--- config.mk ---
export PLATFORM = sky130hd
export DESIGN_NAME = reply_frame_receiver_with_timeout_flat
export DESIGN_NICKNAME = d
export VERILOG_FILES = /design/src/hdl/rfr_pkg.sv /design/src/hdl/rfr_ifs.sv /design/src/hdl/rfr_cfg_regs.sv /design/src/hdl/rfr_parser.sv /design/src/hdl/rfr_timeout.sv /design/src/hdl/rfr_out_buf.sv /design/src/hdl/reply_frame_receiver_with_timeout.sv /design/src/flat_wrapper.sv
export SDC_FILE = /design/constraint.sdc
export NUM_CORES = 1
export LEC_CHECK = 0
export BUFFER_PORTS_ARGS = -buffer_cell sky130_fd_sc_hd__buf_2
export CAP_MARGIN = 20
export CORE_MARGIN = 4
export CORE_UTILIZATION = 60
export CTS_CLUSTER_SIZE = 12
export DETAILED_ROUTE_END_ITERATION = 16
export PLACE_DENSITY = 0.92
export SETUP_SLACK_MARGIN = 0.05
export SLEW_MARGIN = 20
export SYNTH_ARGS = -nofsm -noshare
export SYNTH_HDL_FRONTEND = slang
export SYNTH_SLANG_ARGS = --single-unit
export TNS_END_PERCENT = 50
--- constraint.sdc ---
create_clock -name clk -period 7.9 [get_ports clk]
set_clock_uncertainty 0.1 [all_clocks]
set_input_delay 1.185 -clock clk [delete_from_list [all_inputs] [get_ports clk]]
set_output_delay 1.185 -clock clk [all_outputs]
set_load 0.02 [all_outputs]
--- src/hdl/rfr_pkg.sv ---
// Shared types, constants and reset values for the reply frame receiver.
package rfr_pkg;

  // Frame layout
  localparam int unsigned FRAME_BODY_BYTES_DEF = 8;
  localparam int unsigned CMD_POS              = 3;
  localparam int unsigned VAL_POS_FIRST        = 4;
  localparam int unsigned VAL_BYTES            = 4;
  localparam logic [7:0]  POSITION_CMD         = 8'd6;

  // Configuration register indexes
  localparam int unsigned CFG_IDX_W  = 3;
  localparam int unsigned CFG_DATA_W = 16;
  localparam logic [CFG_IDX_W-1:0] CFG_REPLY_ADDR    = 3'd0;
  localparam logic [CFG_IDX_W-1:0] CFG_MODULE_ADDR   = 3'd1;
  localparam logic [CFG_IDX_W-1:0] CFG_SUCCESS_STAT  = 3'd2;
  localparam logic [CFG_IDX_W-1:0] CFG_TICKS_PER_PRD = 3'd3;
  localparam logic [CFG_IDX_W-1:0] CFG_TIMEOUT_LIMIT = 3'd4;

  // Configuration reset values
  localparam logic [7:0]  RST_REPLY_ADDR    = 8'd2;
  localparam logic [7:0]  RST_MODULE_ADDR   = 8'd1;
  localparam logic [7:0]  RST_SUCCESS_STAT  = 8'h64;
  localparam logic [15:0] RST_TICKS_PER_PRD = 16'd1000;
  localparam logic [3:0]  RST_TIMEOUT_LIMIT = 4'd3;

  // Input item kinds
  localparam logic MODE_BYTE = 1'b0;
  localparam logic MODE_TICK = 1'b1;

  // Frame status codes
  localparam logic [1:0] FS_NONE   = 2'd0;
  localparam logic [1:0] FS_GOOD   = 2'd1;
  localparam logic [1:0] FS_CKSUM  = 2'd2;

  typedef struct packed {
    logic [7:0]  reply_address;
    logic [7:0]  module_address;
    logic [7:0]  success_status;
    logic [15:0] ticks_per_period;
    logic [3:0]  timeout_limit;
  } cfg_t;

  // Frame outcome of one byte beat
  typedef struct packed {
    logic [1:0]         frame_status;
    logic [7:0]         command_code;
    logic signed [31:0] reply_value;
    logic               is_position_reply;
  } frame_res_t;

  // Link timeout view after one beat
  typedef struct packed {
    logic [3:0] timeout_count;
    logic       timeout_alarm;
  } tmo_res_t;

  typedef struct packed {
    frame_res_t frame;
    tmo_res_t   tmo;
  } result_t;

endpackage

--- src/hdl/rfr_ifs.sv ---
// Valid/ready channel interfaces: input items, results and configuration writes.
interface rfr_in_if;
  logic       valid;
  logic       ready;
  logic       mode;
  logic [7:0] rx_byte;
  modport source (output valid, output mode, output rx_byte, input ready);
  modport sink   (input valid, input mode, input rx_byte, output ready);
endinterface

interface rfr_out_if;
  logic               valid;
  logic               ready;
  logic [1:0]         frame_status;
  logic [7:0]         command_code;
  logic signed [31:0] reply_value;
  logic               is_position_reply;
  logic [3:0]         timeout_count;
  logic               timeout_alarm;
  modport source (output valid, output frame_status, output command_code,
                  output reply_value, output is_position_reply,
                  output timeout_count, output timeout_alarm, input ready);
  modport sink   (input valid, input frame_status, input command_code,
                  input reply_value, input is_position_reply,
                  input timeout_count, input timeout_alarm, output ready);
endinterface

interface rfr_cfg_if;
  logic        valid;
  logic        ready;
  logic [2:0]  index;
  logic [15:0] data;
  modport source (output valid, output index, output data, input ready);
  modport sink   (input valid, input index, input data, output ready);
endinterface

--- src/hdl/rfr_cfg_regs.sv ---
// Configuration register file written over the cfg channel.
module rfr_cfg_regs (
  input  logic           clk,
  input  logic           rst_n,
  rfr_cfg_if.sink        cfg_bus,
  output rfr_pkg::cfg_t  cfg
);
  import rfr_pkg::*;

  cfg_t cfg_r;

  // always able to take a write beat
  assign cfg_bus.ready = 1'b1;
  assign cfg           = cfg_r;

  always_ff @(posedge clk) begin
    if (!rst_n) begin
      cfg_r.reply_address    <= RST_REPLY_ADDR;
      cfg_r.module_address   <= RST_MODULE_ADDR;
      cfg_r.success_status   <= RST_SUCCESS_STAT;
      cfg_r.ticks_per_period <= RST_TICKS_PER_PRD;
      cfg_r.timeout_limit    <= RST_TIMEOUT_LIMIT;
    end else if (cfg_bus.valid) begin
      unique case (cfg_bus.index)
        CFG_REPLY_ADDR:    cfg_r.reply_address    <= cfg_bus.data[7:0];
        CFG_MODULE_ADDR:   cfg_r.module_address   <= cfg_bus.data[7:0];
        CFG_SUCCESS_STAT:  cfg_r.success_status   <= cfg_bus.data[7:0];
        CFG_TICKS_PER_PRD: cfg_r.ticks_per_period <= cfg_bus.data;
        CFG_TIMEOUT_LIMIT: cfg_r.timeout_limit    <= cfg_bus.data[3:0];
        default: ;
      endcase
    end
  end

endmodule

--- src/hdl/rfr_parser.sv ---
// Header hunt state machine, body capture and running checksum.
module rfr_parser #(
  parameter int unsigned FRAME_BODY_BYTES = rfr_pkg::FRAME_BODY_BYTES_DEF
) (
  input  logic                clk,
  input  logic                rst_n,
  input  logic                byte_en,
  input  logic [7:0]          rx_byte,
  input  rfr_pkg::cfg_t       cfg,
  output rfr_pkg::frame_res_t frame,
  output logic                good_frame
);
  import rfr_pkg::*;

  localparam int unsigned IW = $clog2(FRAME_BODY_BYTES + 1);

  typedef enum logic [2:0] {
    HUNT_FIRST,
    HUNT_SECOND,
    HUNT_THIRD,
    HUNT_BODY,
    HUNT_CHECK
  } hunt_t;

  hunt_t             state_r, state_nxt;
  logic [IW-1:0]     idx_r, idx_nxt;
  logic [7:0]        sum_r, sum_nxt;
  logic [7:0]        cmd_r, cmd_nxt;
  logic [31:0]       val_r, val_nxt;
  logic              store_en;
  logic [IW-1:0]     store_pos;
  logic [IW-1:0]     idx_inc;
  logic [31:0]       val_masked;

  assign idx_inc = idx_r + IW'(1);

  // value lanes beyond the body length read as zero
  always_comb begin
    val_masked = '0;
    for (int k = 0; k < VAL_BYTES; k++) begin
      if (VAL_POS_FIRST + k < FRAME_BODY_BYTES) begin
        val_masked[8*(VAL_BYTES-1-k) +: 8] = val_r[8*(VAL_BYTES-1-k) +: 8];
      end
    end
  end

  // next state and frame outcome for one byte beat
  always_comb begin
    state_nxt  = state_r;
    idx_nxt    = idx_r;
    sum_nxt    = sum_r;
    cmd_nxt    = cmd_r;
    val_nxt    = val_r;
    store_en   = 1'b0;
    store_pos  = idx_r;
    good_frame = 1'b0;
    frame      = '0;
    if (byte_en) begin
      unique case (state_r)
        HUNT_SECOND: begin
          if (rx_byte == cfg.module_address) begin
            store_en  = 1'b1;
            state_nxt = HUNT_THIRD;
          end else begin
            state_nxt = HUNT_FIRST;
          end
        end
        HUNT_THIRD: begin
          if (rx_byte == cfg.success_status) begin
            store_en  = 1'b1;
            state_nxt = HUNT_BODY;
          end else begin
            state_nxt = HUNT_FIRST;
          end
        end
        HUNT_BODY: begin
          store_en = 1'b1;
          if (32'(idx_inc) >= FRAME_BODY_BYTES) begin
            state_nxt = HUNT_CHECK;
          end
        end
        HUNT_CHECK: begin
          if (sum_r == rx_byte) begin
            good_frame                 = 1'b1;
            frame.frame_status         = FS_GOOD;
            frame.command_code         = cmd_r;
            frame.reply_value          = val_masked;
            frame.is_position_reply    = (cmd_r == POSITION_CMD);
          end else begin
            frame.frame_status = FS_CKSUM;
          end
          idx_nxt   = '0;
          state_nxt = HUNT_FIRST;
        end
        default: begin
          idx_nxt   = '0;
          store_pos = '0;
          state_nxt = HUNT_FIRST;
          if (rx_byte == cfg.reply_address) begin
            store_en  = 1'b1;
            state_nxt = HUNT_SECOND;
          end
        end
      endcase
    end
    // body byte store: running sum and the command / value lanes
    if (store_en) begin
      idx_nxt = store_pos + IW'(1);
      sum_nxt = ((store_pos == '0) ? 8'd0 : sum_r) + rx_byte;
      if (store_pos == IW'(CMD_POS)) begin
        cmd_nxt = rx_byte;
      end
      for (int k = 0; k < VAL_BYTES; k++) begin
        if (VAL_POS_FIRST + k < FRAME_BODY_BYTES) begin
          if (store_pos == IW'(VAL_POS_FIRST + k)) begin
            val_nxt[8*(VAL_BYTES-1-k) +: 8] = rx_byte;
          end
        end
      end
    end
  end

  always_ff @(posedge clk) begin
    if (!rst_n) begin
      state_r <= HUNT_FIRST;
      idx_r   <= '0;
    end else begin
      state_r <= state_nxt;
      idx_r   <= idx_nxt;
    end
  end

  // frame payload, no reset needed
  always_ff @(posedge clk) begin
    sum_r <= sum_nxt;
    cmd_r <= cmd_nxt;
    val_r <= val_nxt;
  end

endmodule

--- src/hdl/rfr_timeout.sv ---
// Tick period counter and saturating link timeout count.
module rfr_timeout (
  input  logic              clk,
  input  logic              rst_n,
  input  logic              tick_en,
  input  logic              clear,
  input  rfr_pkg::cfg_t     cfg,
  output rfr_pkg::tmo_res_t tmo
);
  import rfr_pkg::*;

  logic [15:0] tick_r, tick_nxt;
  logic [3:0]  missed_r, missed_nxt;
  logic [15:0] tick_inc;
  logic [4:0]  missed_inc;

  assign tick_inc   = tick_r + 16'd1;
  assign missed_inc = {1'b0, missed_r} + 5'd1;

  always_comb begin
    tick_nxt          = tick_r;
    missed_nxt        = missed_r;
    tmo.timeout_alarm = 1'b0;
    if (tick_en) begin
      tick_nxt = tick_inc;
      // period elapsed: bump the count, clip at the limit
      if (tick_inc >= cfg.ticks_per_period) begin
        tick_nxt = '0;
        if (missed_inc > {1'b0, cfg.timeout_limit}) begin
          missed_nxt        = cfg.timeout_limit;
          tmo.timeout_alarm = 1'b1;
        end else begin
          missed_nxt = missed_inc[3:0];
        end
      end
    end else if (clear) begin
      missed_nxt = '0;
    end
    tmo.timeout_count = missed_nxt;
  end

  always_ff @(posedge clk) begin
    if (!rst_n) begin
      tick_r   <= '0;
      missed_r <= '0;
    end else begin
      tick_r   <= tick_nxt;
      missed_r <= missed_nxt;
    end
  end

endmodule

--- src/hdl/rfr_out_buf.sv ---
// Two-entry result buffer; input ready comes from registered occupancy only.
module rfr_out_buf (
  input  logic             clk,
  input  logic             rst_n,
  input  logic             wr_en,
  input  rfr_pkg::result_t wr_data,
  output logic             not_full,
  output logic             rd_valid,
  input  logic             rd_ready,
  output rfr_pkg::result_t rd_data
);
  import rfr_pkg::*;

  result_t    mem_r [2];
  logic       wr_ptr_r, rd_ptr_r;
  logic [1:0] cnt_r;
  logic       rd_en;

  assign not_full = (cnt_r != 2'd2);
  assign rd_valid = (cnt_r != 2'd0);
  assign rd_en    = rd_valid && rd_ready;
  assign rd_data  = mem_r[rd_ptr_r];

  // pointers and fill count
  always_ff @(posedge clk) begin
    if (!rst_n) begin
      wr_ptr_r <= 1'b0;
      rd_ptr_r <= 1'b0;
      cnt_r    <= '0;
    end else begin
      if (wr_en) wr_ptr_r <= ~wr_ptr_r;
      if (rd_en) rd_ptr_r <= ~rd_ptr_r;
      cnt_r <= cnt_r + {1'b0, wr_en} - {1'b0, rd_en};
    end
  end

  // result storage
  always_ff @(posedge clk) begin
    if (wr_en) mem_r[wr_ptr_r] <= wr_data;
  end

endmodule

--- src/hdl/reply_frame_receiver_with_timeout.sv ---
// Top level: reply frame receiver with link timeout count.
//
//  channel  | dir | payload                                           | beat when
//  ---------+-----+---------------------------------------------------+-------------------
//  in_bus   | in  | mode, rx_byte                                     | valid && ready
//  out_bus  | out | frame_status, command_code, reply_value,          | valid && ready
//           |     | is_position_reply, timeout_count, timeout_alarm   |
//  cfg_bus  | in  | index, data                                       | valid (ready = 1)
//
// One item per clock while in_bus.ready is high: the hunt machine and timeout counter update in the cycle
// an item is accepted, and its result lands in a two-entry output buffer.
// Each result is registered in the output buffer before it reaches out_bus.
// in_bus.ready drops only when both buffer entries hold untaken results.
// Synchronous active-low reset; no clearing pass, usable the cycle after reset.
module reply_frame_receiver_with_timeout #(
  parameter int unsigned FRAME_BODY_BYTES = rfr_pkg::FRAME_BODY_BYTES_DEF
) (
  input  logic       clk,
  input  logic       rst_n,
  rfr_in_if.sink     in_bus,
  rfr_out_if.source  out_bus,
  rfr_cfg_if.sink    cfg_bus
);
  import rfr_pkg::*;

  cfg_t       cfg;
  frame_res_t frame;
  tmo_res_t   tmo;
  result_t    res, head;
  logic       in_acc;
  logic       good_frame;
  logic       not_full;

  assign in_bus.ready = not_full;
  assign in_acc       = in_bus.valid && not_full;

  rfr_cfg_regs u_cfg (
    .clk     (clk),
    .rst_n   (rst_n),
    .cfg_bus (cfg_bus),
    .cfg     (cfg)
  );

  rfr_parser #(
    .FRAME_BODY_BYTES (FRAME_BODY_BYTES)
  ) u_parser (
    .clk        (clk),
    .rst_n      (rst_n),
    .byte_en    (in_acc && (in_bus.mode == MODE_BYTE)),
    .rx_byte    (in_bus.rx_byte),
    .cfg        (cfg),
    .frame      (frame),
    .good_frame (good_frame)
  );

  rfr_timeout u_tmo (
    .clk     (clk),
    .rst_n   (rst_n),
    .tick_en (in_acc && (in_bus.mode == MODE_TICK)),
    .clear   (good_frame),
    .cfg     (cfg),
    .tmo     (tmo)
  );

  assign res.frame = frame;
  assign res.tmo   = tmo;

  rfr_out_buf u_obuf (
    .clk      (clk),
    .rst_n    (rst_n),
    .wr_en    (in_acc),
    .wr_data  (res),
    .not_full (not_full),
    .rd_valid (out_bus.valid),
    .rd_ready (out_bus.ready),
    .rd_data  (head)
  );

  // result fields from the buffer head
  assign out_bus.frame_status      = head.frame.frame_status;
  assign out_bus.command_code      = head.frame.command_code;
  assign out_bus.reply_value       = head.frame.reply_value;
  assign out_bus.is_position_reply = head.frame.is_position_reply;
  assign out_bus.timeout_count     = head.tmo.timeout_count;
  assign out_bus.timeout_alarm     = head.tmo.timeout_alarm;

endmodule
--- src/flat_wrapper.sv ---
// flat-port wrapper written by rule: the top's interface ports become plain ports
module reply_frame_receiver_with_timeout_flat import rfr_pkg::*;
#(
  parameter int unsigned FRAME_BODY_BYTES = rfr_pkg::FRAME_BODY_BYTES_DEF
)
  (clk, rst_n, in_bus_valid, in_bus_mode, in_bus_rx_byte, in_bus_ready, out_bus_valid, out_bus_frame_status, out_bus_command_code, out_bus_reply_value, out_bus_is_position_reply, out_bus_timeout_count, out_bus_timeout_alarm, out_bus_ready, cfg_bus_valid, cfg_bus_index, cfg_bus_data, cfg_bus_ready);
  rfr_in_if in_bus_i ();
  rfr_out_if out_bus_i ();
  rfr_cfg_if cfg_bus_i ();
  input  logic clk;
  input  logic rst_n;
  input wire logic [$bits(in_bus_i.valid)-1:0] in_bus_valid;
  input wire logic [$bits(in_bus_i.mode)-1:0] in_bus_mode;
  input wire logic [$bits(in_bus_i.rx_byte)-1:0] in_bus_rx_byte;
  output wire logic [$bits(in_bus_i.ready)-1:0] in_bus_ready;
  output wire logic [$bits(out_bus_i.valid)-1:0] out_bus_valid;
  output wire logic [$bits(out_bus_i.frame_status)-1:0] out_bus_frame_status;
  output wire logic [$bits(out_bus_i.command_code)-1:0] out_bus_command_code;
  output wire logic [$bits(out_bus_i.reply_value)-1:0] out_bus_reply_value;
  output wire logic [$bits(out_bus_i.is_position_reply)-1:0] out_bus_is_position_reply;
  output wire logic [$bits(out_bus_i.timeout_count)-1:0] out_bus_timeout_count;
  output wire logic [$bits(out_bus_i.timeout_alarm)-1:0] out_bus_timeout_alarm;
  input wire logic [$bits(out_bus_i.ready)-1:0] out_bus_ready;
  input wire logic [$bits(cfg_bus_i.valid)-1:0] cfg_bus_valid;
  input wire logic [$bits(cfg_bus_i.index)-1:0] cfg_bus_index;
  input wire logic [$bits(cfg_bus_i.data)-1:0] cfg_bus_data;
  output wire logic [$bits(cfg_bus_i.ready)-1:0] cfg_bus_ready;
  assign in_bus_i.valid = in_bus_valid;
  assign in_bus_i.mode = in_bus_mode;
  assign in_bus_i.rx_byte = in_bus_rx_byte;
  assign in_bus_ready = in_bus_i.ready;
  assign out_bus_valid = out_bus_i.valid;
  assign out_bus_frame_status = out_bus_i.frame_status;
  assign out_bus_command_code = out_bus_i.command_code;
  assign out_bus_reply_value = out_bus_i.reply_value;
  assign out_bus_is_position_reply = out_bus_i.is_position_reply;
  assign out_bus_timeout_count = out_bus_i.timeout_count;
  assign out_bus_timeout_alarm = out_bus_i.timeout_alarm;
  assign out_bus_i.ready = out_bus_ready;
  assign cfg_bus_i.valid = cfg_bus_valid;
  assign cfg_bus_i.index = cfg_bus_index;
  assign cfg_bus_i.data = cfg_bus_data;
  assign cfg_bus_ready = cfg_bus_i.ready;
  reply_frame_receiver_with_timeout #(.FRAME_BODY_BYTES(FRAME_BODY_BYTES)) u_core (.clk(clk), .rst_n(rst_n), .in_bus(in_bus_i), .out_bus(out_bus_i), .cfg_bus(cfg_bus_i));
endmodule
; Yosys cells after proc, flatten, opt, wreduce, memory -nomap -nowiden
; Memories as Yosys holds them, arrays and structs flattened. A register that Yosys moved wholly into a read port is not among the register bits.
; Cells that the tools add are included.
[classes]
addsub = 7
magnitude_cmp = 3
eq_ne = 21
muxes = 35
bitwise = 3
n_reduce_logical = 22
[ops]
columns = op, n
row1 = 2-to-1 mux 43 bit, 2
row2 = 2-to-1 mux 41 bit, 1
row3 = 2-to-1 mux 4 bit, 9
row4 = == test 8 bit, 4
row5 = AND reduction 2 bit, 12
row6 = "adder 16 x 1 -> 16 bit, second input constant", 1
row7 = "== test 4 x 3 -> 1 bit, second input constant", 4
row8 = >= comparator 16 bit, 1
row9 = 2-to-1 mux 16 bit, 1
row10 = 2-to-1 mux 1 bit, 15
row11 = "== test 3 x 2 -> 1 bit, second input constant", 4
row12 = one-hot mux 3 bit (4 select lines), 1
row13 = "adder 4 x 1 -> 4 bit, second input constant", 2
row14 = adder 8 bit, 1
row15 = "== test 8 x 3 -> 1 bit, second input constant", 1
row16 = 2-to-1 mux 8 bit, 1
row17 = "== test 3 x 1 -> 1 bit, second input constant", 2
row18 = "== test 3 bit, second input constant", 2
row19 = 2-to-1 mux 2 bit, 3
row20 = "adder 4 x 1 -> 5 bit, second input constant", 1
row21 = greater-than comparator 5 x 4 -> 1 bit, 1
row22 = "== test 4 x 2 -> 1 bit, second input constant", 1
row23 = ">= comparator 4 bit, second input constant", 1
row24 = logical AND 1 bit, 4
row25 = other kinds (12), 16
[word_totals]
regBits = 123
mem_bits_rw = 96
inputBits = 33
out_inout_bits = 51
word_cells = 110
memories = 1
[mem_list]
columns = name, words, width, rd, rd_clocked_by_memory_dff, wr, line
row1 = u_core.u_obuf.mem_r, 2, 48, 1, 1, 1, rfr_out_buf.sv:14  ; result_t mem_r [2];

; Logic depth before layout (Yosys ltp)
; Gate-level depths: netlist (run 1).
[logic_depth]
depth_word = 7
ltp_mapped = 17
ltp_nobuf = 14

; Modules after synthesis
; Synthesis (run 1) repeated with hierarchy kept, for this count alone.
[hier_totals]
hier_cells = 862
hier_area_um2 = 10580.1
[modules_own_cells]
columns = module, n_inst, cells_per_inst, area_each_um2, seq_area_each_um2
row1 = rfr_out_buf, 1, 172, 3783.6, 2982.9
row2 = rfr_parser, 1, 273, 3115.5, 1581.5
row3 = rfr_timeout, 1, 238, 1895.6, 400.4
row4 = rfr_cfg_regs, 1, 176, 1762.9, 880.8
row5 = reply_frame_receiver_with_timeout, 1, 3, 22.5, 0.0

; Least setup slack after synthesis (run 1)
; No wires, ideal clock.
[synth_path]
path_kind = input -> register
from = input in_bus_valid
to = memory u_core.u_obuf.mem_r[0][0] (netlist bit), enable pin
setup_ns = 0.454
arrival_ns = 3.336
t_required_ns = 7.346
slack_ns = 4.011
stages = 2
n_path_buf = 0
path_cell_list = nand2_1 nor2_1
[synth_between]
elab_chain_cells = 3
[synth_lines]
columns = item, line
row1 = start: declaration, flat_wrapper.sv:12  ; input wire logic [$bits(in_bus_i.valid)-1:0] in_bus_valid;
row2 = logical AND 1 bit, reply_frame_receiver_with_timeout.sv:35  ; assign in_acc = in_bus.valid && not_full;
row3 = 2-to-1 mux 1 bit, rfr_out_buf.sv:39  ; if (wr_en) mem_r[wr_ptr_r] <= wr_data;
row4 = 2-to-1 mux 1 bit (not written as such), rfr_out_buf.sv:39
row5 = end: declaration, rfr_out_buf.sv:14
; Every way passes these cells.

==> results of run 1 <==
[layer usage]
layer / up-vias / track usage [%]
li1: 3191 / -
met1: 3220 / 27.7
met2: 246 / 37.4
met3: 31 / 3.27
met4: 0 / 6.27
met5: - / 0
[layout make-up]
| class | count | area (um2) | area share [%] |
|---|---|---|---|
| clock buffer | 37 | 628 | 5.60 |
| tap | 216 | 270 | 2.41 |
| timing repair buffer | 88 | 455 | 4.06 |
| inverter | 28 | 105 | 0.938 |
| multi-input combinational | 563 | 3860 | 34.4 |
| clock inverter | 5 | 41.3 | 0.368 |
| sequential | 220 | 5850 | 52.2 |
[flip-flops by register name, summed over array words and instances (netlist names), named ones only]
name	cells
u_core.u_parser.sum_r	8
u_core.u_obuf.mem_r	96
u_core.u_parser.state_r	3
u_core.u_obuf.wr_ptr_r	1
u_core.u_tmo.tick_r	16
u_core.u_tmo.missed_r	4
u_core.u_parser.idx_r	4
u_core.u_cfg.cfg	44
u_core.u_parser.cmd_r	8
u_core.u_obuf.rd_ptr_r	1
u_core.u_obuf.cnt_r	2
u_core.u_parser.val_masked	32
[layout by cell type (no fill, tap or decap), types with 3 or more instances in the layout]
cell	count
sky130_fd_sc_hd__and3_1	15
sky130_fd_sc_hd__nand2_1	105
sky130_fd_sc_hd__a21o_1	3
sky130_fd_sc_hd__and2_1	57
sky130_fd_sc_hd__nand4_1	9
sky130_fd_sc_hd__o211ai_1	9
sky130_fd_sc_hd__nand2b_1	8
sky130_fd_sc_hd__edfxtp_1	144
sky130_fd_sc_hd__mux2i_1	8
sky130_fd_sc_hd__mux2_2	48
sky130_fd_sc_hd__xor2_1	26
sky130_fd_sc_hd__a2111oi_0	4
sky130_fd_sc_hd__or2_2	3
sky130_fd_sc_hd__clkbuf_1	14
sky130_fd_sc_hd__inv_1	28
sky130_fd_sc_hd__a21oi_1	46
sky130_fd_sc_hd__buf_4	6
sky130_fd_sc_hd__nor3_1	6
sky130_fd_sc_hd__nor4_1	6
sky130_fd_sc_hd__a22oi_1	6
sky130_fd_sc_hd__nor4b_1	3
sky130_fd_sc_hd__nor2_1	29
sky130_fd_sc_hd__clkbuf_16	23
sky130_fd_sc_hd__dfxtp_1	75
sky130_fd_sc_hd__o21a_1	3
sky130_fd_sc_hd__o31ai_1	9
sky130_fd_sc_hd__ha_1	35
sky130_fd_sc_hd__buf_2	82
sky130_fd_sc_hd__o21bai_1	3
sky130_fd_sc_hd__xnor2_1	33
sky130_fd_sc_hd__a31oi_1	8
sky130_fd_sc_hd__nor2b_1	4
sky130_fd_sc_hd__o21ai_0	19
sky130_fd_sc_hd__nand3_1	29
[power breakdown]
group | leakage, nW | switching (mW) | internal, mW
sequential | 1.98 | 0.0291 | 1.32
clock | 0.321 | 0.420 | 0.549
combinational | 1.99 | 0.312 | 0.185
total | 4.29 | 0.761 | 2.05
[cells by family after synthesis]
logic type | after synthesis
buf+inv | 63
xor+xnor | 59
simple gates | 288
flops | 220
mux | 56
fa+ha+maj | 36
other cells | 1
compound gates | 123
[worst max-delay path by stage]
| stage | end | cells past startpoint | slack, ns | start |
|---|---|---|---|---|
| 5_1_grt | u_core.u_obuf.mem_r[0][1]$_DFFE_PP_ | 15 | 3.57 | u_core.u_tmo.tick_r[3]$_SDFFE_PN0P_ |
| 3_5_place_dp | u_core.u_parser.sum_r[7]$_DFFE_PP_ | 15 | 3.60 | in_bus_mode |
| 4_1_cts | u_core.u_obuf.mem_r[0][1]$_DFFE_PP_ | 15 | 3.95 | u_core.u_tmo.tick_r[2]$_SDFFE_PN0P_ |
| 6_report | u_core.u_obuf.mem_r[1][1]$_DFFE_PP_ | 15 | 3.92 | u_core.u_tmo.tick_r[2]$_SDFFE_PN0P_ |
| 2_1_floorplan | u_core.u_obuf.mem_r[0][0]$_DFFE_PP_ | 2 | 4.01 | in_bus_valid |
| 3_3_place_gp | u_core.u_parser.sum_r[6]$_DFFE_PP_ | 15 | 3.71 | in_bus_mode |
[critical path: stages, from the launching register on]
cell and delay (ns):
sky130_fd_sc_hd__dfxtp_1 0.42, sky130_fd_sc_hd__and3_1 0.23, sky130_fd_sc_hd__and3_1 0.30, sky130_fd_sc_hd__nand3_1 0.20
sky130_fd_sc_hd__inv_1 0.10, sky130_fd_sc_hd__nand3_1 0.14, sky130_fd_sc_hd__xnor2_1 0.17, sky130_fd_sc_hd__ha_1 0.29
sky130_fd_sc_hd__a21oi_1 0.16, sky130_fd_sc_hd__nor2_1 0.05, sky130_fd_sc_hd__a211oi_1 0.24, sky130_fd_sc_hd__o211ai_1 0.21
sky130_fd_sc_hd__a21oi_2 0.41, sky130_fd_sc_hd__buf_4 0.30, sky130_fd_sc_hd__nand2b_1 0.20, sky130_fd_sc_hd__o221ai_1 0.20
==> metrics.md, run 1 <==
| Metric | Value |
|---|---|
| Gate Count Post-Synth | `~850` |
| Post-synthesis cell area | `between 9000 and 10,000 um2` |
| Max-cap violations | `0` |
| Average wire length per cell after detail routing | `roughly 17 um` |
| Count of TritonRoute iterations in the first routing pass | `6` |
| Number of flops mapped to enable cells by yosys | `144` |
| Total via count in the routed design | `6,688` |
| Final Wtd Congestion | `between 0.8 and 0.9` |
| Hold path start | `u_core.u_cfg.cfg[14]$_SDFFE_PN0P_` |
| Maximum clock rate | `roughly 0.25 GHz` |
| Highest metal layer with signal wires | `met4` |
| Flip-flop cell with the highest count after synthesis | `sky130_fd_sc_hd__edfxtp_1` |
| Area added between synthesis and finish | `12.7%` |
| Cts repair resizes | `0` |
| Post-DP HPWL | `about 13,000 um` |
| Slew HR | `a little over two fifths` |
| Final count of hold timing violations | `0` |
| Detailed route wirelength on metal2 | `around 10,000 um` |
| Minimum clock period | `3.98 ns` |
| Worst R2R Path Depth | `15` |
| Total GRT Usage | `between 20% and 30%` |
| Fin Setup TNS | `0 ns` |
| Net count of the mapped netlist | `a little over 900` |
| Number of port buffers | `82` |
| Critical R2R Capture | `u_core.u_obuf.mem_r[1][1]$_DFFE_PP_` |
| Synthesis warning total | `0` |
| Ranking of synthesized cells by area | `sky130_fd_sc_hd__edfxtp_1 (43%), sky130_fd_sc_hd__dfxtp_1 (15%), sky130_fd_sc_hd__mux2_2 (5.4%)` |
| Post-synthesis simple-gate area fraction | `between 10% and 20%` |
| Floorplan die area | `approximately 19,000 um2` |
| Power consumption | `2.82 mW` |
| Overflow after GRT | `0` |
| Worst Hold Depth | `2` |
| Commonest cells post-synth | `sky130_fd_sc_hd__edfxtp_1 (144), sky130_fd_sc_hd__nand2_1 (105), sky130_fd_sc_hd__dfxtp_1 (76), sky130_fd_sc_hd__and2_1 (57), sky130_fd_sc_hd__mux2_2 (48)` |
| Die Wd | `~140 um` |
| Floorplan die height | `137 um` |
| Type of the setup path with the least slack | `reg2reg` |
| Initial antenna violation count | `0` |
| Fraction of the mapped netlist area in compound gates | `7.82%` |
| Fraction of the cycle the final worst path needs | `roughly 50%` |
| Proportion of register bits with asynchronous set or reset after synthesis | `0%` |
| Placeable core region | `between 15,000 and 20,000 um2` |
| Maximum number of pins on one net before global-route repair | `49` |
| Number of pins with negative max-slew slack in the final report | `0` |
| Cell with the most instances after synthesis | `sky130_fd_sc_hd__edfxtp_1` |
| Post-placement cell count | `approximately 1,100` |
| Proportion of synthesized area in mux cells | `between 6 and 7%` |
| Post-CTS setup-driven buffer insertion count | `0` |
| Minimum setup slack among reg-to-reg paths | `roughly 4 ns` |
| Layout cell share with drive strength beyond 1 | `a little under a fifth` |
| DRC Markers | `0` |
| Area of placed instances | `around 11,000 um2` |
| Count of filler cells inserted in the layout | `just over 1,000` |
| Routed wire length | `around 20,000 um` |
| Arrival time at the worst endpoint | `4.11 ns` |
| Clock Pin Slew Worst Setup and Hold Paths | `roughly 0.060 ns` |
| Worst hold path class | `reg2reg` |
| Final non-filler cell area | `approximately 11,000 um2` |
| Capturing element type of the critical path | `flip-flop` |
| Leading area contributor after synthesis | `sky130_fd_sc_hd__edfxtp_1` |
| Count of non-filler cells in the finished layout | `1,157` |
| Number of antenna cells inserted | `0` |
| Initial core utilization | `approximately three fifths` |
| Site Rows | `46` |
| Data required time at the worst endpoint | `between 8 and 9 ns` |
| Register area share after synthesis | `roughly three fifths` |
| Wire length the detailed router placed on met1 | `between 8000 and 9000 um` |
| Final standard cell utilization of the core | `69.8%` |
| Clock latency of the later-clocked register in the worst-skew pair | `0.51 ns` |
| Endpoint, Worst Hold | `u_core.u_cfg.cfg[14]$_SDFFE_PN0P_` |
| Htree depth | `1` |
| Startpoint of the most critical register-to-register path | `u_core.u_tmo.tick_r[2]$_SDFFE_PN0P_` |
| # IOs | `84` |
| Unique cell type count in the Yosys netlist | `58` |
| RSZ-0062 raised after global routing | `no` |
| Power density of the placed cells | `251 nW/um2` |
| Max rail drop VDD | `roughly 0.17 mV` |
| Clock tree from TritonCTS | `done` |
| #FFs+latches synth | `220` |
| PnR worst setup slack | `a little under 4 ns` |
| Via-per-instance ratio | `approximately 5.8` |
| Number of sinks handled by clock tree synthesis | `220` |
| Synthesized-area fraction occupied by xor and xnor cells | `approximately 5.2%` |
| Via count of the first global-routing pass | `6,559` |
| Final hold slack | `between 0.3 and 0.4 ns` |
| Post-synth top area share | `between 40% and 50%` |
| Maximum fanout along the worst path | `15` |
| Static leakage power | `~4.3 nW` |
| Number of buffers inserted during clock tree synthesis | `23` |
| Initial DRC Count | `492` |
| Avg Synthesized Cell Area | `11.8 um2` |
| Number of buffers on the longest clock path | `3` |
| Post-detailed-route count of antenna-violating nets | `0` |
| Startpoint type of the worst setup path | `flip-flop` |
| Final-stage net count | `about 1,000` |
| First-pass GRT wire length | `32,000 um` |
| Cell at the root of the clock tree | `sky130_fd_sc_hd__clkbuf_16` |
| Combinational family with the most area after synthesis | `simple AND/OR/NAND/NOR gates` |
| Number of setup violations in the final report | `0` |
| Synthesized-area fraction occupied by adder cells | `approximately 4.6%` |
| Hold-fix buffer count after cts | `0` |
| WL met3 | `approximately 1300 um` |
| Worst Setup Slack post-DPL | `about 3.6 ns` |
| Slew at the pin closest to its max-slew limit | `0.843 ns` |
| Outcome | `completed` |
No activity file was read; power rests on OpenSTA's default activity.
==> run 2: changes to the inputs <==
- clock period: 7.9 -> 3.7 ns (I/O delays scaled with it)
==> run 2 against run 1 <==
Net effect:
- fmax is 15% higher
- combinational power is 120% higher
- largest cell class unchanged
- critical path type unchanged
- die area stayed put
- non-clock buffer count is 17 higher
==> metrics.md, run 2 (synthesis gave the netlist of run 1 again) <==
| Metric | Value |
|---|---|
| Outcome | `completed (unchanged)` |
| Site Rows | `46 (unchanged)` |
| Final Wtd Congestion | `0.854 (was 0.840)` |
| Layout cell share with drive strength beyond 1 | `22.3% (was 18.6%)` |
| Number of sinks handled by clock tree synthesis | `220 (unchanged)` |
| Overflow after GRT | `0 (unchanged)` |
| Startpoint type of the worst setup path | `flip-flop (unchanged)` |
| Maximum clock rate | `0.288 GHz (was 0.251 GHz)` |
| Top reg by flops | `u_core.u_obuf.mem_r (unchanged)` |
| Via count of the first global-routing pass | `6,660 (was 6,559)` |
| Floorplan die height | `137 um (unchanged)` |
| First-pass GRT wire length | `33,800 um (was 32,000 um)` |
| Number of buffers on the longest clock path | `3 (unchanged)` |
| Slew HR | `47.1% (was 43.6%)` |
| Number of port buffers | `82 (unchanged)` |
| Crit. Startpoint | `u_core.u_tmo.tick_r[3]$_SDFFE_PN0P_ (was u_core.u_tmo.tick_r[2]$_SDFFE_PN0P_)` |
| Slew at the pin closest to its max-slew limit | `0.793 ns (was 0.843 ns)` |
| Count of TritonRoute iterations in the first routing pass | `5 (was 6)` |
| Total via count in the routed design | `6,814 (was 6,688)` |
| Final count of hold timing violations | `0 (unchanged)` |
| Initial antenna violation count | `1 (was 0)` |
| Minimum setup slack among reg-to-reg paths | `0.23 ns (was 3.92 ns)` |
| Number of pins with negative max-slew slack in the final report | `0 (unchanged)` |
| Number of setup violations in the final report | `0 (unchanged)` |
| Static leakage power | `4.40 nW (was 4.29 nW)` |
| # IOs | `84 (unchanged)` |
| Clock tree from TritonCTS | `done (unchanged)` |
| Endpoint of the most critical setup path | `u_core.u_tmo.tick_r[5]$_SDFFE_PN0P_ (was u_core.u_obuf.mem_r[1][1]$_DFFE_PP_)` |
| Worst R2R Path Depth | `15 (unchanged)` |
| Most frequent cells in the layout | `sky130_fd_sc_hd__edfxtp_1 (144), sky130_fd_sc_hd__nand2_1 (105), sky130_fd_sc_hd__buf_2 (82) (unchanged)` |
| Average wire length per cell after detail routing | `18.7 um (was 17.3 um)` |
| Maximum number of pins on one net before global-route repair | `49 (unchanged)` |
| Max rail drop VDD | `0.297 mV (was 0.171 mV)` |
| Total GRT Usage | `23.0% (was 21.4%)` |
| Placeable core region | `16,100 um2 (unchanged)` |
| Initial DRC Count | `453 (was 492)` |
| Power consumption | `6.10 mW (was 2.82 mW)` |
| Critical R2R Capture | `u_core.u_tmo.tick_r[5]$_SDFFE_PN0P_ (was u_core.u_obuf.mem_r[1][1]$_DFFE_PP_)` |
| Clock latency of the later-clocked register in the worst-skew pair | `0.50 ns (was 0.51 ns)` |
| Floorplan die area | `18,700 um2 (unchanged)` |
| Die Wd | `137 um (unchanged)` |
| Flip-flop count of the largest register, all copies and words added | `96 (unchanged)` |
| Worst Setup Slack post-DPL | `0.0862 ns (was 3.60 ns)` |
| Fin Setup TNS | `0 ns (unchanged)` |
| Maximum fanout along the worst path | `6 (was 15)` |
| Startpoint of the most critical register-to-register path | `u_core.u_tmo.tick_r[3]$_SDFFE_PN0P_ (was u_core.u_tmo.tick_r[2]$_SDFFE_PN0P_)` |
| Via-per-instance ratio | `5.83 (was 5.78)` |
| Minimum clock period | `3.47 ns (was 3.98 ns)` |
| Arrival time at the worst endpoint | `3.80 ns (was 4.11 ns)` |
| Hold-fix buffer count after cts | `0 (unchanged)` |
| Routed wire length | `21,900 um (was 20,000 um)` |
| Type of the setup path with the least slack | `reg2reg (unchanged)` |
| Fraction of the cycle the final worst path needs | `93.8% (was 50.4%)` |
| Capturing element type of the critical path | `flip-flop (unchanged)` |
| Data required time at the worst endpoint | `4.03 ns (was 8.02 ns)` |
| Area added between synthesis and finish | `14.7% (was 12.7%)` |
| Final-stage net count | `1,010 (was 993)` |
| Max-cap violations | `0 (unchanged)` |
| PnR worst setup slack | `0.229 ns (was 3.92 ns)` |
| Cell at the root of the clock tree | `sky130_fd_sc_hd__clkbuf_16 (unchanged)` |
| Count of filler cells inserted in the layout | `996 (was 1,030)` |
| Post-DP HPWL | `14,400 um (was 13,200 um)` |
| Initial core utilization | `61.9% (unchanged)` |
| Post-detailed-route count of antenna-violating nets | `0 (unchanged)` |
| Worst hold path class | `in2reg (was reg2reg)` |
| Power density of the placed cells | `534 nW/um2 (was 251 nW/um2)` |
| Number of buffers inserted during clock tree synthesis | `23 (unchanged)` |
| RSZ-0062 raised after global routing | `no (unchanged)` |
| Clock Pin Slew Worst Setup and Hold Paths | `0.06 ns (about the same)` |
| Commonest non-fill, non-tap cell in the layout | `sky130_fd_sc_hd__edfxtp_1 (unchanged)` |
| DRC Markers | `0 (unchanged)` |
| Htree depth | `1 (unchanged)` |
## run 2: cell count changes in the layout (fill, tap and decap cells not counted), sizes merged
| cell | delta |
|---|---|
| buf | +17 |
| bufinv | +1 |
| clkbuf | -7 |
| clkinv | +1 |
| diode | +1 |
| inv | -2 |
## run 2: worst min path at each step
stage | startpoint | endpoint | depth (start not counted)
after floorplan | u_core.u_cfg.cfg[14]$_SDFFE_PN0P_ | u_core.u_cfg.cfg[14]$_SDFFE_PN0P_ | 2
after global placement | u_core.u_cfg.cfg[15]$_SDFFE_PN0P_ | u_core.u_cfg.cfg[15]$_SDFFE_PN0P_ | 2
after detailed placement | u_core.u_cfg.cfg[15]$_SDFFE_PN0P_ | u_core.u_cfg.cfg[15]$_SDFFE_PN0P_ | 2
after CTS | cfg_bus_data[9] | u_core.u_cfg.cfg[13]$_SDFFE_PN1P_ | 3
after global routing | cfg_bus_data[12] | u_core.u_cfg.cfg[16]$_SDFFE_PN0P_ | 3
final | cfg_bus_data[9] | u_core.u_cfg.cfg[13]$_SDFFE_PN1P_ | 3
## run 2: what timing repair did
action,in CTS,in global routing
setup endpoints to repair,1,31
gates resized for setup,1,19
pin swaps,0,1
buffers inserted,0,1
## run 2: layout make-up
class / count / area, um2 / area share [%]
multi-input cells: 563 / 3920 / 34.3
inverters: 28 / 105 / 0.921
flip-flops and latches: 220 / 5860 / 51.3
clock inverters: 5 / 48.8 / 0.428
clock buffers: 30 / 623 / 5.46
well taps: 216 / 270 / 2.37
repair buffers: 105 / 583 / 5.11
diodes: 1 / 2.50 / 0.0219
## run 2: metrics by stage
step | hold WS [ns] | area (um2) | utilization [%] | std cells
after floorplan | 0.336 | 9940 | - | 846
after global placement | 0.342 | 10700 | 66.3 | 1131
after detailed placement | 0.348 | 10700 | 66.3 | 1131
after CTS | 0.178 | 11300 | 70.5 | 1166
after global routing | 0.191 | 11400 | 71.0 | 1168
final | 0.180 | 11400 | 71.0 | 1168
## run 2: critical path, stage by stage, from the launching register on
cell                        delay (ns)
sky130_fd_sc_hd__dfxtp_2          0.38
sky130_fd_sc_hd__and3_1           0.21
sky130_fd_sc_hd__and3_2           0.28
sky130_fd_sc_hd__nand3_2          0.13
sky130_fd_sc_hd__inv_1            0.08
sky130_fd_sc_hd__nand3_1          0.14
sky130_fd_sc_hd__xnor2_1          0.17
sky130_fd_sc_hd__ha_1             0.29
sky130_fd_sc_hd__a21oi_1          0.16
sky130_fd_sc_hd__nor2_1           0.07
sky130_fd_sc_hd__a211oi_2         0.23
sky130_fd_sc_hd__o211ai_1         0.23
sky130_fd_sc_hd__buf_4            0.20
sky130_fd_sc_hd__a2111oi_0        0.50
sky130_fd_sc_hd__o21ai_0          0.14
sky130_fd_sc_hd__o21ai_1          0.08
## run 2: power by group
group	leakage (nW)	internal (mW)	switching [mW]	total, mW
Combinational	2.08	0.415	0.674	1.09
Clock	0.334	1.24	0.870	2.11
Sequential	1.98	2.82	0.0776	2.90
## run 2: layer usage
metal | vias up | track usage [%] | part of all wire (%)
li1 | 3220 | - | -
met3 | 39 | 3.24 | 7.5
met2 | 296 | 41.5 | 51
met5 | - | 0 | 0
met4 | 0 | 6.89 | 2.2
met1 | 3259 | 28.6 | 39
==> run 3: changes to the inputs <==
- CORE_UTILIZATION: 60 -> 55
- PLACE_DENSITY: 0.92 -> 0.86
==> run 3 against run 2 <==
Net effect:
- power grew 1.6%
- first-iteration DRC count grew 4.4%
- die area grew 8.6%
- non-clock buffer count shrank 5
- via count shrank 2.5%
- routed wire length shrank 5.2%
- sequential power is essentially flat
- critical endpoint is now u_core.u_parser.sum_r[6]$_DFFE_PP_
- register-to-register slack is essentially flat
- final cell count grew 0.68%
- final area shrank 0.23%
==> metrics.md, run 3 (synthesis gave the netlist of run 1 again) <==
| Metric | Value |
|---|---|
| Cells traversed along the worst timing path | `nor3_2, o2111ai_2, and2_1, inv_1, ha_1, nand2_1, and2_1, ha_1, fa_1, a21o_1, a21oi_1, o21bai_1, a21oi_1, xnor2_1 (was and3_1, and3_2, nand3_2, inv_1, nand3_1, xnor2_1, ha_1, a21oi_1, nor2_1, a211oi_2, o211ai_1, buf_4, a2111oi_0, o21ai_0, o21ai_1)` |
| Clock tree from TritonCTS | `done (unchanged)` |
| Total via count in the routed design | `6,642 (was 6,814)` |
| Slowest CP cell | `sky130_fd_sc_hd__fa_1 (was sky130_fd_sc_hd__a2111oi_0)` |
| Number of buffer and inverter instances along the worst setup path | `1 (was 2)` |
| Global-route met3 utilization | `3.60% (was 3.24%)` |
| Switching power total | `1.65 mW (was 1.62 mW)` |
| Clk network pwr share | `36.0% (was 34.6%)` |
| Worst hold path class | `in2reg (unchanged)` |
| Slew at the pin closest to its max-slew limit | `0.779 ns (was 0.793 ns)` |
| Fraction of the cycle the final worst path needs | `94.1% (was 93.8%)` |
| Total GRT Usage | `20.2% (was 23.0%)` |
| Htree depth | `1 (unchanged)` |
| Maximum clock rate | `0.287 GHz (was 0.288 GHz)` |
| Capturing element type of the critical path | `flip-flop (unchanged)` |
| Met2 demand-to-capacity share in global routing | `34.6% (was 41.5%)` |
| Floorplan die area | `20,300 um2 (was 18,700 um2)` |
| Minimum clock period | `3.48 ns (was 3.47 ns)` |
| Type of the setup path with the least slack | `reg2reg (unchanged)` |
| Clock Pin Slew Worst Setup and Hold Paths | `0.06 ns (about the same)` |
| Number of antenna cells inserted | `0 (was 1)` |
| Average wire length per cell after detail routing | `17.6 um (was 18.7 um)` |
| Overflow after GRT | `0 (unchanged)` |
| Final Wtd Congestion | `0.882 (was 0.854)` |
| Power density of the placed cells | `544 nW/um2 (was 534 nW/um2)` |
| Layout cell share with drive strength beyond 1 | `20.9% (was 22.3%)` |
| Critical path's largest stage delay | `0.41 ns (was 0.50 ns)` |
| Final hold slack | `0.167 ns (was 0.180 ns)` |
| Number of buffers on the longest clock path | `3 (unchanged)` |
| Met1 Usage GRT | `26.4% (was 28.6%)` |
| Static leakage power | `4.37 nW (was 4.40 nW)` |
| Cell-internal power | `4.54 mW (was 4.47 mW)` |
| Reg power frac | `46.5% (was 47.5%)` |
| Initial DRC Count | `473 (was 453)` |
| Initial core utilization | `56.9% (was 61.9%)` |
| Number of buffers inserted during clock tree synthesis | `23 (unchanged)` |
| RSZ-0062 raised after global routing | `no (unchanged)` |
| Initial antenna violation count | `1 (unchanged)` |
| Most utilized layer in the global route result | `met2 (unchanged)` |
| Maximum number of pins on one net before global-route repair | `51 (was 49)` |
| Area added between synthesis and finish | `14.5% (was 14.7%)` |
| Cell at the root of the clock tree | `sky130_fd_sc_hd__clkbuf_16 (unchanged)` |
| Via count of the first global-routing pass | `6,490 (was 6,660)` |
| DRC Markers | `0 (unchanged)` |
| Routed wire length | `20,700 um (was 21,900 um)` |
| Crit-path leading delay family | `simple AND/OR/NAND/NOR gates (was compound AO/OA/AOI/OAI gates)` |
| Number of pins with negative max-slew slack in the final report | `0 (unchanged)` |
| Placeable core region | `17,500 um2 (was 16,100 um2)` |
| Final count of hold timing violations | `0 (unchanged)` |
| Floorplan die height | `142 um (was 137 um)` |
| Count of TritonRoute iterations in the first routing pass | `6 (was 5)` |
| Max rail drop VDD | `0.570 mV (was 0.297 mV)` |
| Data required time at the worst endpoint | `3.86 ns (was 4.03 ns)` |
| # IOs | `84 (unchanged)` |
| Fin Setup TNS | `0 ns (unchanged)` |
| Number of sinks handled by clock tree synthesis | `220 (unchanged)` |
| Startpoint of the most critical register-to-register path | `u_core.u_parser.state_r[0]$_SDFFE_PN0P_ (was u_core.u_tmo.tick_r[3]$_SDFFE_PN0P_)` |
| Post-detailed-route count of antenna-violating nets | `0 (unchanged)` |
| Commonest non-fill, non-tap cell in the layout | `sky130_fd_sc_hd__edfxtp_1 (unchanged)` |
| Max-cap violations | `0 (unchanged)` |
| Area of placed instances | `10,600 um2 (was 10,700 um2)` |
| Most frequent cells in the layout | `sky130_fd_sc_hd__edfxtp_1 (144), sky130_fd_sc_hd__nand2_1 (105), sky130_fd_sc_hd__buf_2 (82) (unchanged)` |
| Power consumption | `6.20 mW (was 6.10 mW)` |
| Switching fraction of total power | `26.7% (was 26.6%)` |
| Top reg by flops | `u_core.u_obuf.mem_r (unchanged)` |
| Outcome | `completed (unchanged)` |
| Flip-flop count of the largest register, all copies and words added | `96 (unchanged)` |
| Arrival time at the worst endpoint | `3.65 ns (was 3.80 ns)` |
| Via-per-instance ratio | `5.65 (was 5.83)` |
| Site Rows | `48 (was 46)` |
| Final non-filler cell area | `11,400 um2 (about the same)` |
| Startpoint type of the worst setup path | `flip-flop (unchanged)` |
| Number of setup violations in the final report | `0 (unchanged)` |
| Count of filler cells inserted in the layout | `1,294 (was 996)` |
| Final-stage net count | `1,005 (was 1,010)` |
| Combinational share of power | `17.5% (was 17.9%)` |
| Number of port buffers | `82 (unchanged)` |
| Hold-fix buffer count after cts | `0 (unchanged)` |
| Die Wd | `142 um (was 137 um)` |
| Post-DP HPWL | `13,000 um (was 14,400 um)` |
| Clock latency of the later-clocked register in the worst-skew pair | `0.52 ns (was 0.50 ns)` |
| Maximum fanout along the worst path | `8 (was 6)` |
| Crit. Startpoint | `u_core.u_parser.state_r[0]$_SDFFE_PN0P_ (was u_core.u_tmo.tick_r[3]$_SDFFE_PN0P_)` |
| Slew HR | `48.1% (was 47.1%)` |
| First-pass GRT wire length | `33,300 um (was 33,800 um)` |
| Hold path start | `cfg_bus_data[8] (was cfg_bus_data[9])` |
## run 3: cell types whose count changed in the layout (fill, tap and decap cells not counted), moves of 2 or more
cell,delta
sky130_fd_sc_hd__nand3_2,-2
sky130_fd_sc_hd__nand3_1,+2
sky130_fd_sc_hd__dfxtp_2,-2
sky130_fd_sc_hd__clkinv_2,-2
sky130_fd_sc_hd__dfxtp_1,+3
sky130_fd_sc_hd__clkbuf_1,+7
sky130_fd_sc_hd__buf_4,-5
## run 3: layout make-up
class                   instances  area [um2]  share of cell area, %
clock buffers                  37         669                   5.88
flip-flops and latches        220        5850                   51.4
inverters                      28         105                  0.924
clock inverters                 3        55.1                  0.484
multi-input cells             563        3870                   34.0
well taps                     225         282                   2.47
repair buffers                100         546                   4.79
## run 3: tightest hold or removal path: stages
cell                       delay (ns)
sky130_fd_sc_hd__buf_2           0.07
sky130_fd_sc_hd__nand2_1         0.04
sky130_fd_sc_hd__o211ai_1        0.07
## run 3: per-layer routing
| metal | wire length, um | vias up |
|---|---|---|
| met5 | 12 | - |
| met4 | 540 | 2 |
| met1 | 8950 | 3179 |
| met3 | 1230 | 43 |
| met2 | 10000 | 196 |
| li1 | - | 3222 |
## run 3: per-stage QoR
stage | utilization [%] | cells | setup WS, ns
2_1_floorplan | - | 846 | 0.295
3_3_place_gp | 60.7 | 1134 | 0.193
3_5_place_dp | 60.7 | 1134 | 0.0720
4_1_cts | 64.9 | 1174 | 0.110
5_1_grt | 65.1 | 1176 | 0.0491
6_report | 65.1 | 1176 | 0.216
## run 3: power groups by stage
stage / Combinational, mW / Sequential, mW / Clock, mW
after floorplan: 0.740 / 2.92 / 0
after global placement: 1.07 / 2.92 / 0
after detailed placement: 1.08 / 2.93 / 0
after CTS: 1.09 / 2.88 / 2.27
after global routing: 1.17 / 2.90 / 2.38
final: 1.08 / 2.88 / 2.23
## run 3: path summary, 6_finish.rpt
kind | slack, ns | end | cells past startpoint
worst min-delay path | 0.17 | u_core.u_cfg.cfg[12]$_SDFFE_PN1P_ | 3
worst max-delay path | 0.22 | u_core.u_parser.sum_r[6]$_DFFE_PP_ | 14
worst min register to register | 0.35 | u_core.u_cfg.cfg[16]$_SDFFE_PN0P_ | 2
worst max register to register | 0.22 | u_core.u_parser.sum_r[6]$_DFFE_PP_ | 14
## run 3: repair_timing
item                                    4_1_cts  5_1_grt
resized for setup                             1        8
endpoints found under the setup margin        1       28
pin swaps                                     0        1
buffers inserted                              0        2
